**src/hdl/b2da_pkg.sv**
```systemverilog
// ----------------------------------------------------------------------------
// b2da_pkg
// Shared types and constants for the binary to decimal ASCII converter.
// ----------------------------------------------------------------------------
package b2da_pkg;

  localparam int DIGIT_COUNT_DEFAULT = 10;
  localparam int QUEUE_DEPTH         = 2;

  localparam int VALUE_W = 32;
  localparam int DIGIT_W = 4;
  localparam int CHAR_W  = 6;

  // floor(v / 10) == (v * DIV10_MAGIC) >> DIV10_SHIFT for every 32-bit v
  localparam logic [VALUE_W-1:0] DIV10_MAGIC = 32'hCCCC_CCCD;
  localparam int                 DIV10_SHIFT = 35;

  // ASCII '0', kept to the six low bits of the character code
  localparam logic [CHAR_W-1:0] ASCII_ZERO = 6'h30;

  typedef enum logic [1:0] {
    FRONT_IDLE,
    FRONT_CONVERT,
    FRONT_PUSH
  } front_state_t;

  typedef struct packed {
    logic full;
    logic empty;
  } queue_status_t;

endpackage

```
**src/hdl/b2da_fifo.sv**
```systemverilog
// ----------------------------------------------------------------------------
// b2da_fifo
// Small register queue between the conversion front and the emit back.
// ----------------------------------------------------------------------------
module b2da_fifo #(
  parameter int WIDTH = 8,
  parameter int DEPTH = b2da_pkg::QUEUE_DEPTH
) (
  input  logic                    clk,
  input  logic                    rst,
  input  logic                    push,
  input  logic [WIDTH-1:0]        wr_data,
  input  logic                    pop,
  output logic [WIDTH-1:0]        rd_data,
  output b2da_pkg::queue_status_t status
);
  import b2da_pkg::*;

  localparam int PTR_W = (DEPTH > 1) ? $clog2(DEPTH) : 1;
  localparam int CNT_W = $clog2(DEPTH + 1);

  logic [WIDTH-1:0] entries [DEPTH];
  logic [PTR_W-1:0] wr_ptr;
  logic [PTR_W-1:0] rd_ptr;
  logic [CNT_W-1:0] fill;

  function automatic logic [PTR_W-1:0] bump(input logic [PTR_W-1:0] p);
    if (p == PTR_W'(DEPTH - 1)) begin
      return '0;
    end
    return p + PTR_W'(1);
  endfunction

  assign status.full  = (fill == CNT_W'(DEPTH));
  assign status.empty = (fill == '0);
  assign rd_data      = entries[rd_ptr];

  always_ff @(posedge clk) begin
    if (push) begin
      entries[wr_ptr] <= wr_data;
    end
  end

  always_ff @(posedge clk) begin
    if (rst) begin
      wr_ptr <= '0;
      rd_ptr <= '0;
      fill   <= '0;
    end else begin
      if (push) begin
        wr_ptr <= bump(wr_ptr);
      end
      if (pop) begin
        rd_ptr <= bump(rd_ptr);
      end
      if (push && !pop) begin
        fill <= fill + CNT_W'(1);
      end else if (pop && !push) begin
        fill <= fill - CNT_W'(1);
      end
    end
  end

  a_no_overflow: assert property (@(posedge clk) disable iff (rst) push |-> !status.full)
    else $error("queue written while full");
  a_no_underflow: assert property (@(posedge clk) disable iff (rst) pop |-> !status.empty)
    else $error("queue read while empty");

endmodule

```
**config.mk**
```make
export PLATFORM = sky130hd
export DESIGN_NAME = b2da_fifo
export DESIGN_NICKNAME = d
export VERILOG_FILES = /design/src/hdl/b2da_pkg.sv /design/src/hdl/b2da_fifo.sv
export SDC_FILE = /design/constraint.sdc
export NUM_CORES = 1
export LEC_CHECK = 0
export ABC_AREA = 1
export BUFFER_PORTS_ARGS = -buffer_cell sky130_fd_sc_hd__buf_2
export CAP_MARGIN = 5
export CORE_MARGIN = 5
export CORE_UTILIZATION = 44
export DETAILED_ROUTE_END_ITERATION = 7
export GPL_TIMING_DRIVEN = 1
export PLACE_DENSITY = 0.7
export SKIP_LAST_GASP = 1
export SYNTH_ARGS = -nofsm -noshare
export SYNTH_HDL_FRONTEND = slang
export SYNTH_SLANG_ARGS = --single-unit
export TNS_END_PERCENT = 5
```
**constraint.sdc**
```tcl
create_clock -name clk -period 1.11 [get_ports clk]
set_input_delay 0.222 -clock clk [delete_from_list [all_inputs] [get_ports clk]]
set_output_delay 0.222 -clock clk [all_outputs]
set_load 0.005 [all_outputs]
```
==> impl_metrics.ini <==
[clock_network]
cts_made_buffers = 3
cts_setup_buffers = 0
cts.sinks = 21
cts_tree = yes
clk_latency_ns = 0.28
root_buffer = clkbuf_4
clock_path_buffers = 2
clk_pin_slew_worst_paths_ns = 0.11
htreeDepth = 1

[sta]
setup_slack_ns = -0.3057
setup_viol = 10
fin_setup_tns_ns = -2.466
hold_violations = 0
worst_pin_slew_ns = 0.1943
slew_viol_final = 0
grt_setup_unrepaired = yes
fin_crit_ns = 1.416
holdWs_ns = 0.1168
skew_ns = 0.004477
relSlewSlack = 0.8695
max_freq_mhz = 706.4
fin_crit_sh = 1.275

[synthesis]
synth_nets = 71
synth_area_per_cell_sq_um = 13.87
synth_top_area_frac = 0.5972
synth_area_leaders = edfxtp_1 60%, dfxtp_1 12%, mux2_2 11%, inv_1 3.7%, nor2_1 3.3%
synth_commonest_cells = 16 x edfxtp_1, 8 x inv_1, 8 x mux2_2
yosysSeqAreaShare = 0.7216
ys.warnings.count = 0
synth.most_common_cell = edfxtp_1
ys.flop_type = edfxtp_1
synth.ff_latch_count = 21
synth_area_sq_um = 804.5
yosysTopAreaCell = edfxtp_1
synth_cell_types = 16
synth_edf_count = 16
synth-async-reset-ratio = 0
synth_cells = 58

[route]
drtAntennaViolNets = 0
routed_wl_mm = 1.294
vias = 511
drc = 0
post_drt_wl_per_cell_microns = 11.66
drtPass1Iterations = 2
drt_iter0_drc = 3
viasPerCell = 4.604

[placement]
dp_cells = 107
preCtsSetupSlack_ns = -0.05406
placed_cell_area_sq_um = 978.4
gp_congestion = 0.6647
dp_hpwl_mm = 1.042
port_buffers = 21

[critical_path]
start_kind = flip-flop
cp_max_fo = 8
critPathArrivalTime_ns = 1.19
crit_type = reg -> out
critPathRequiredTime_ns = 0.89
end_kind = output pin

[layout]
fillCellCount = 164
syn2layout_area_growth_pct = 31.26
final_util = 0.6116
final-seq-area_sq_um = 581.8
stdcell_count = 111
final_area_sq_um = 1056
diodes = 0
multi_input_area_sq_um = 215.2
fin_nets = 100
drive_above_1_share = 0.4651

[power]
p_per_area_nw_per_um2 = 1430
p_leak_nw = 0.4714
pwr-share-seq = 0.612
p_switching_mw = 0.3311
intPower_mw = 1.179
combPwrFrac = 0.165
power_mw = 1.510
peakVddDrop_mv = 0.7206
p_sw_frac = 0.2193
p_clk_frac = 0.223

[grt]
first_global_vias = 542
grt-ovfl-total = 0
globalRouteTotalUtil = 0.1046
grt_antenna_before_repair = 0
grt_max_degree = 13
grt_first_pass_wirelength_mm = 2.063

[outcome]
run_status = finished, violations left
violations = negative setup slack

[floorplan]
initial_core_util = 0.4659
die_y_microns = 52.76
ios = 22
die_x_microns = 52.76
fp.coreArea_sq_um = 1727
rows = 15
die_area_sq_um = 2784

[worst_hold_path]
hold_path_class = in -> reg

[flow_run]
cap_violations = 0
## sequential cells by signal, summed over array words and instances (netlist names), named ones only
name	cells
entries	16
wr_ptr	1
fill	2
rd_ptr	1
## power groups by stage
| stage | logic (mW) | clock network [mW] | registers, mW |
|---|---|---|---|
| after floorplan | 0.113 | 0 | 0.932 |
| after global placement | 0.208 | 0 | 0.936 |
| after detailed placement | 0.216 | 0 | 0.941 |
| after CTS | 0.255 | 0.343 | 0.924 |
| after global routing | 0.275 | 0.391 | 0.929 |
| final | 0.249 | 0.337 | 0.924 |
## kinds of logic (layout without fill, tap and decap cells)
logic type / count (synthesis) / after routing / synth area share
fa+ha+maj: 1 / 1 / 0.01555
flops: 21 / 21 / 0.7216
xor+xnor: 1 / 1 / 0.01089
compound gates: 2 / 2 / 0.01243
simple gates: 15 / 15 / 0.07931
mux: 8 / 8 / 0.1120
buf+inv: 10 / 38 / 0.04820
## path summary, 6_finish.rpt
check / slack (ns) / startpoint / depth (start not counted) / endpoint
worst max register to register: 0.20 / wr_ptr$_SDFFE_PP0P_ / 2 / entries[0][4]$_DFFE_PP_
worst max-delay path: -0.31 / flip-flop / 3 / rd_data[0]
worst min-delay path: 0.12 / wr_data[2] / 1 / entries[0][2]$_DFFE_PP_
worst min register to register: 0.53 / wr_ptr$_SDFFE_PP0P_ / 2 / wr_ptr$_SDFFE_PP0P_
## placed cells by master, fill, tap and decap left out, drive strengths merged
| master | count |
|---|---|
| clkbuf | 3 |
| xnor2 | 1 |
| mux2 | 8 |
| a21oi | 1 |
| clkinv | 1 |
| inv | 9 |
| nor2 | 7 |
| nand3 | 1 |
| nand2 | 5 |
| o21ai | 1 |
| edfxtp | 16 |
| nor3 | 1 |
| ha | 1 |
| nand4 | 1 |
| dfxtp | 5 |
| buf | 25 |
## routing by layer
layer / share of wire / track usage
met3: 0.051 / 0.03134
met4: 0.010 / 0.03830
met5: 0 / 0
met2: 0.56 / 0.2107
met1: 0.38 / 0.09420
## critical path: stages, from the launching register on
cell and delay, ns:
dfxtp_2 0.36, buf_12 0.13, mux2_4 0.31, buf_6 0.12
## final cells by class
type	instances	area share
clock buffer	3	0.02133
sequential	21	0.5509
inverter	9	0.03199
tap	25	0.02962
clock inverter	1	0.004739
timing repair buffer	25	0.1576
multi-input combinational	27	0.2038
## repair_timing
item,in CTS,in global routing
cloned,0,0
endpoints found under the hold margin,0,0
endpoints found under the setup margin,10,10
hold buffers,0,0
gates resized for setup,12,0
(Power assumes the default switching activity.)
