## src/hdl/b2da_pkg.sv

```systemverilog
// ----------------------------------------------------------------------------
// b2da_pkg
// Shared types and constants for the binary to decimal ASCII converter.
// ----------------------------------------------------------------------------
package b2da_pkg;

  localparam int DIGIT_COUNT_DEFAULT = 10;
  localparam int QUEUE_DEPTH         = 2;

  localparam int VALUE_W = 32;
  localparam int DIGIT_W = 4;
  localparam int CHAR_W  = 6;

  // floor(v / 10) == (v * DIV10_MAGIC) >> DIV10_SHIFT for every 32-bit v
  localparam logic [VALUE_W-1:0] DIV10_MAGIC = 32'hCCCC_CCCD;
  localparam int                 DIV10_SHIFT = 35;

  // ASCII '0', kept to the six low bits of the character code
  localparam logic [CHAR_W-1:0] ASCII_ZERO = 6'h30;

  typedef enum logic [1:0] {
    FRONT_IDLE,
    FRONT_CONVERT,
    FRONT_PUSH
  } front_state_t;

  typedef struct packed {
    logic full;
    logic empty;
  } queue_status_t;

endpackage

```

## src/hdl/b2da_if.sv

```systemverilog


interface b2da_char_if;
  logic       valid;
  logic       ready;
  logic [5:0] digit_char;
  logic       last;

  modport source (output valid, output digit_char, output last, input ready);
  modport sink (input valid, input digit_char, input last, output ready);
endinterface

```

## src/hdl/b2da_back.sv

```systemverilog
// ----------------------------------------------------------------------------
// b2da_back
// Emit queued digits most significant first through an output register.
// ----------------------------------------------------------------------------
module b2da_back #(
  parameter int DIGIT_COUNT = b2da_pkg::DIGIT_COUNT_DEFAULT,
  parameter int REC_W       = 4 * DIGIT_COUNT + $clog2(DIGIT_COUNT + 1)
) (
  input  logic                    clk,
  input  logic                    rst,
  input  logic [REC_W-1:0]        rec,
  input  b2da_pkg::queue_status_t status,
  output logic                    pop,
  b2da_char_if.source             chars
);
  import b2da_pkg::*;

  localparam int IDX_W = (DIGIT_COUNT > 1) ? $clog2(DIGIT_COUNT) : 1;
  localparam int CNT_W = $clog2(DIGIT_COUNT + 1);

  logic [DIGIT_W-1:0] digs [DIGIT_COUNT];
  logic [CNT_W-1:0]   count;
  logic [IDX_W-1:0]   sent;
  logic [CNT_W-1:0]   pos;
  logic               is_last;
  logic               load;

  for (genvar i = 0; i < DIGIT_COUNT; i++) begin : g_unpack
    assign digs[i] = rec[DIGIT_W*i +: DIGIT_W];
  end
  assign count = rec[REC_W-1 -: CNT_W];

  assign pos     = count - CNT_W'(1) - CNT_W'(sent);
  assign is_last = (pos == '0);
  assign load    = !status.empty && (!chars.valid || chars.ready);
  assign pop     = load && is_last;

  always_ff @(posedge clk) begin
    if (rst) begin
      chars.valid <= 1'b0;
      sent        <= '0;
    end else begin
      if (load) begin
        chars.valid <= 1'b1;
        sent        <= is_last ? '0 : sent + IDX_W'(1);
      end else if (chars.ready) begin
        chars.valid <= 1'b0;
      end
    end
  end

  always_ff @(posedge clk) begin
    if (load) begin
      chars.digit_char <= ASCII_ZERO + CHAR_W'(digs[pos[IDX_W-1:0]]);
      chars.last       <= is_last;
    end
  end

  a_pop_on_last: assert property (@(posedge clk) disable iff (rst)
      pop |=> chars.valid && chars.last)
    else $error("record retired without a final character");
  a_sent_bound: assert property (@(posedge clk) disable iff (rst)
      !status.empty |-> (CNT_W'(sent) < count))
    else $error("emit position past top digit");

endmodule

```

## src/flat_wrapper.sv

```systemverilog
// flat-port wrapper written by rule: the top's interface ports become plain ports
module b2da_back_flat import b2da_pkg::*;
#(
  parameter int DIGIT_COUNT = b2da_pkg::DIGIT_COUNT_DEFAULT,
  parameter int REC_W       = 4 * DIGIT_COUNT + $clog2(DIGIT_COUNT + 1)
)
  (clk, rst, rec, status, pop, chars_valid, chars_digit_char, chars_last, chars_ready);
  b2da_char_if chars_i ();
  input  logic clk;
  input  logic rst;
  input  logic [REC_W-1:0] rec;
  input  b2da_pkg::queue_status_t status;
  output logic pop;
  output wire logic [$bits(chars_i.valid)-1:0] chars_valid;
  output wire logic [$bits(chars_i.digit_char)-1:0] chars_digit_char;
  output wire logic [$bits(chars_i.last)-1:0] chars_last;
  input wire logic [$bits(chars_i.ready)-1:0] chars_ready;
  assign chars_valid = chars_i.valid;
  assign chars_digit_char = chars_i.digit_char;
  assign chars_last = chars_i.last;
  assign chars_i.ready = chars_ready;
  b2da_back #(.DIGIT_COUNT(DIGIT_COUNT), .REC_W(REC_W)) u_core (.clk(clk), .rst(rst), .rec(rec), .status(status), .pop(pop), .chars(chars_i));
endmodule
```

## config.mk

```make
export PLATFORM = sky130hd
export DESIGN_NAME = b2da_back_flat
export DESIGN_NICKNAME = d
export VERILOG_FILES = /design/src/hdl/b2da_pkg.sv /design/src/hdl/b2da_if.sv /design/src/hdl/b2da_back.sv /design/src/flat_wrapper.sv
export SDC_FILE = /design/constraint.sdc
export NUM_CORES = 1
export LEC_CHECK = 0
export BUFFER_PORTS_ARGS = -buffer_cell sky130_fd_sc_hd__buf_2
export CAP_MARGIN = 20
export CORE_ASPECT_RATIO = 1.4
export CORE_UTILIZATION = 38
export CTS_CLUSTER_SIZE = 10
export DETAILED_ROUTE_END_ITERATION = 8
export PLACE_DENSITY = 0.79
export SYNTH_ARGS = -nofsm -noshare
export SYNTH_HDL_FRONTEND = slang
export SYNTH_SLANG_ARGS = --single-unit
```

## constraint.sdc

```tcl
create_clock -name clk -period 3.5 [get_ports clk]
set_clock_uncertainty 0.1 [all_clocks]
set_input_delay 0.35 -clock clk [delete_from_list [all_inputs] [get_ports clk]]
set_output_delay 0.35 -clock clk [all_outputs]
set_load 0.01 [all_outputs]
```

==> results.tsv <==
stage	metric	value	unit
critical_path	path_class	flop to output pin	
layout	fillers	199	
clock_tree	cts_sinks	10	
layout	diodes	0	
clock_tree	cts_tree	done	
timing	drv_slew	0	
critical_path	max_stage_delay	0.45	ns
grt	grt_max_degree	15	
logic_synthesis	synthFlopType	edfxtp_1	
critical_path	cp_slowest_cell	fa_1	
die	initial_core_util	41.6	%
logic_synthesis	synth_edf_count	5	
die	die_h	60.8	um
placement	place_congestion	0.756	
timing	relSlewSlack	61.8	%
drt	ant_nets	0	
drt	vias	795	
critical_path	crit_top_cell	inv_1	
grt	grt_pass1_wl	2990	um
grt	grt_pass1_vias	766	
grt	grt_use_total	15.3	%
clock_tree	cts.clk_slew.worst_paths	0.06	ns
clock_tree	cts_setup_buffers	0	
timing	period_share	84.0	%
clock_tree	root_buffer	clkbuf_4	
timing	rsz0062_at_grt	no	
grt	use_met1	15.8	%
drt	first_pass_iters	8	
die	io_pins	58	
grt	antenna_found_initial	0	
critical_path	critPathLaunchType	flop	
critical_path	critPathMaxFanout	10	
run_status	status	finished, violations left	
die	core	2250	um2
critical_path	crit_family	simple AND/OR/NAND/NOR gates	
clock_tree	cts_htree_levels	1	
critical_path	crit_buf_inv	3	
timing	fmax	0.340	GHz
power	leakagePower	0.590	nW
timing	post-route-min-period	2.94	ns
logic_synthesis	synthArstFlopShare	0	%
clock_tree	cts_max_path_buffers	2	
critical_path	end_kind	output pin	
die	rows	20	
grt	grtUsageMet2	29.4	%
drt	via_per_inst	5.23	
grt	gr-total-overflow	0	
clock_tree	ctsResizeCount	0	
layout	final_common_cell	buf_2	
logic_synthesis	syn_inst	75	
layout	synthToLayoutAreaGrowth	31.8	%
critical_path	critPathRequiredTime	3.05	ns
power	ir_worst_vdd	0.000115	V
timing	tns	0	ns
drt	detail_route.wl_per_cell	11.8	um
logic_synthesis	syn_avg_cell_area	12.5	um2
timing	tightestPinTransition	0.569	ns
drt	drc	1	
power	power_density	340	nW/um2
critical_path	cp.arrival	2.49	ns
die	die_w	44.0	um
clock_tree	hold_buffers	0	
timing	fin_hold_ws	0.199	ns
run_status	violations	DRC	
placement	portBuffers	54	
clock_tree	cts_made_buffers	3	
layout	drive_gt1_share	49.2	%
timing	finalSetupViolations	0	
grt	busiest_layer	met2	
logic_synthesis	ys_types	27	
logic_synthesis	ys_seq_elements	10	
logic_synthesis	yosysSeqAreaShare	26.7	%
die	die_area	2670	um2
timing	finalHoldViolCount	0	
grt	grt_util_met3	0.893	%
flow_run	maxCapViolCount	0	
min_path	hold_class	input port to flop	
placement	dp.cells	148	
logic_synthesis	netlist_area	937	um2
power	power.total	0.420	mW
critical_path	crit_chain	inv_1 > ha_1 > inv_1 > fa_1 > xor2_4 > nand2_1 > nor4_4 > and2_1 > buf_2	
placement	dp_hpwl	1560	um
drt	drt-total-wl	1790	um
clock_tree	clk_latency	0.27	ns
layout	final_nets	185	
drt	drtIter0Drc	17	
layout	final_cell_mix	buf_2 (54), mux2i_1 (9), mux4_1 (8)	
layout	fin_cells	152	
logic_synthesis	yosysWarnings	0	
[synthesized netlist by cell type (2+ instances only)]
cell type | n | area (um2)
buf_4 | 2 | 15.0
ha_1 | 4 | 50.1
a211oi_1 | 4 | 30.0
nor2b_1 | 2 | 12.5
mux2i_1 | 9 | 90.1
nand2_1 | 5 | 18.8
mux4_1 | 8 | 210
mux2_2 | 4 | 45.0
nor2_1 | 2 | 7.51
xnor2_1 | 5 | 43.8
nor3_1 | 2 | 10.0
inv_1 | 5 | 18.8
dfxtp_1 | 5 | 100
edfxtp_1 | 5 | 150
[path summary, 6_finish.rpt]
path | startpoint | end | slack, ns | depth (start not counted)
setup reg to reg | u_core.sent[0] | u_core.chars.digit_char[3] | 0.80 | 8
hold / removal | rst | u_core.sent[2] | 0.20 | 2
hold reg to reg | u_core.sent[3] | u_core.sent[3] | 0.49 | 2
setup / recovery | u_core.sent[0] | pop | 0.56 | 9
[registers in the layout, summed over array words and instances, names as in the netlist]
signal                   cells
u_core.chars.digit_char      4
u_core.sent                  4
u_core.chars.last            1
u_core.chars.valid           1
[stage by stage]
step | instance area (um2) | worst slack [ns] | utilization (%)
after floorplan | 941 | 1.01 | -
after global placement | 1210 | 0.793 | 53.7
after detailed placement | 1210 | 0.759 | 53.7
after CTS | 1230 | 0.510 | 54.8
after global routing | 1230 | 0.362 | 54.8
final | 1230 | 0.561 | 54.8
[power breakdown]
group	internal [mW]	total, mW	switching, mW
Combinational	0.106	0.192	0.0857
Sequential	0.141	0.147	0.00589
Clock	0.0413	0.0815	0.0402
Total	0.288	0.420	0.132
[cells by family (layout without fill, tap and decap cells)]
group / after synthesis / after routing / synth area share, %
DFF: 10 / 10 / 26.7
xor gates and xnor gates: 7 / 7 / 8.55
other: 1 / 2 / 0.400
AOI/OAI and AO/OA: 6 / 6 / 4.54
muxes: 21 / 21 / 36.8
adders and majority gates: 5 / 5 / 7.48
and+or+nand+nor: 16 / 16 / 10.3
buffers and inverters: 9 / 63 / 5.21
[worst register-to-register path, cell delays in order (launching register included)]
cell and delay [ns]:
dfxtp_1 0.35, inv_1 0.08, ha_1 0.16, inv_1 0.06, fa_1 0.45, xor2_4 0.38
mux4_1 0.61, mux2i_1 0.15, mux2i_1 0.09
[layer usage]
| layer | vias to the layer above | routed length, um | part of all wire, % |
|---|---|---|---|
| met4 | 0 | 25 | 1.4 |
| met5 | - | 0 | 0 |
| met2 | 45 | 966 | 54 |
| li1 | 395 | - | - |
| met1 | 351 | 662 | 37 |
| met3 | 4 | 133 | 7.4 |
[area by class of cell]
class	count	area, um2	share of cell area, %
timing repair buffer	54	270	21.9
tap	22	27.5	2.23
multi-input combinational	57	642	52.0
sequential	10	250	20.3
clock inverter	1	3.75	0.304
inverter	5	18.8	1.52
clock buffer	3	22.5	1.82
(Power assumes the default switching activity.)
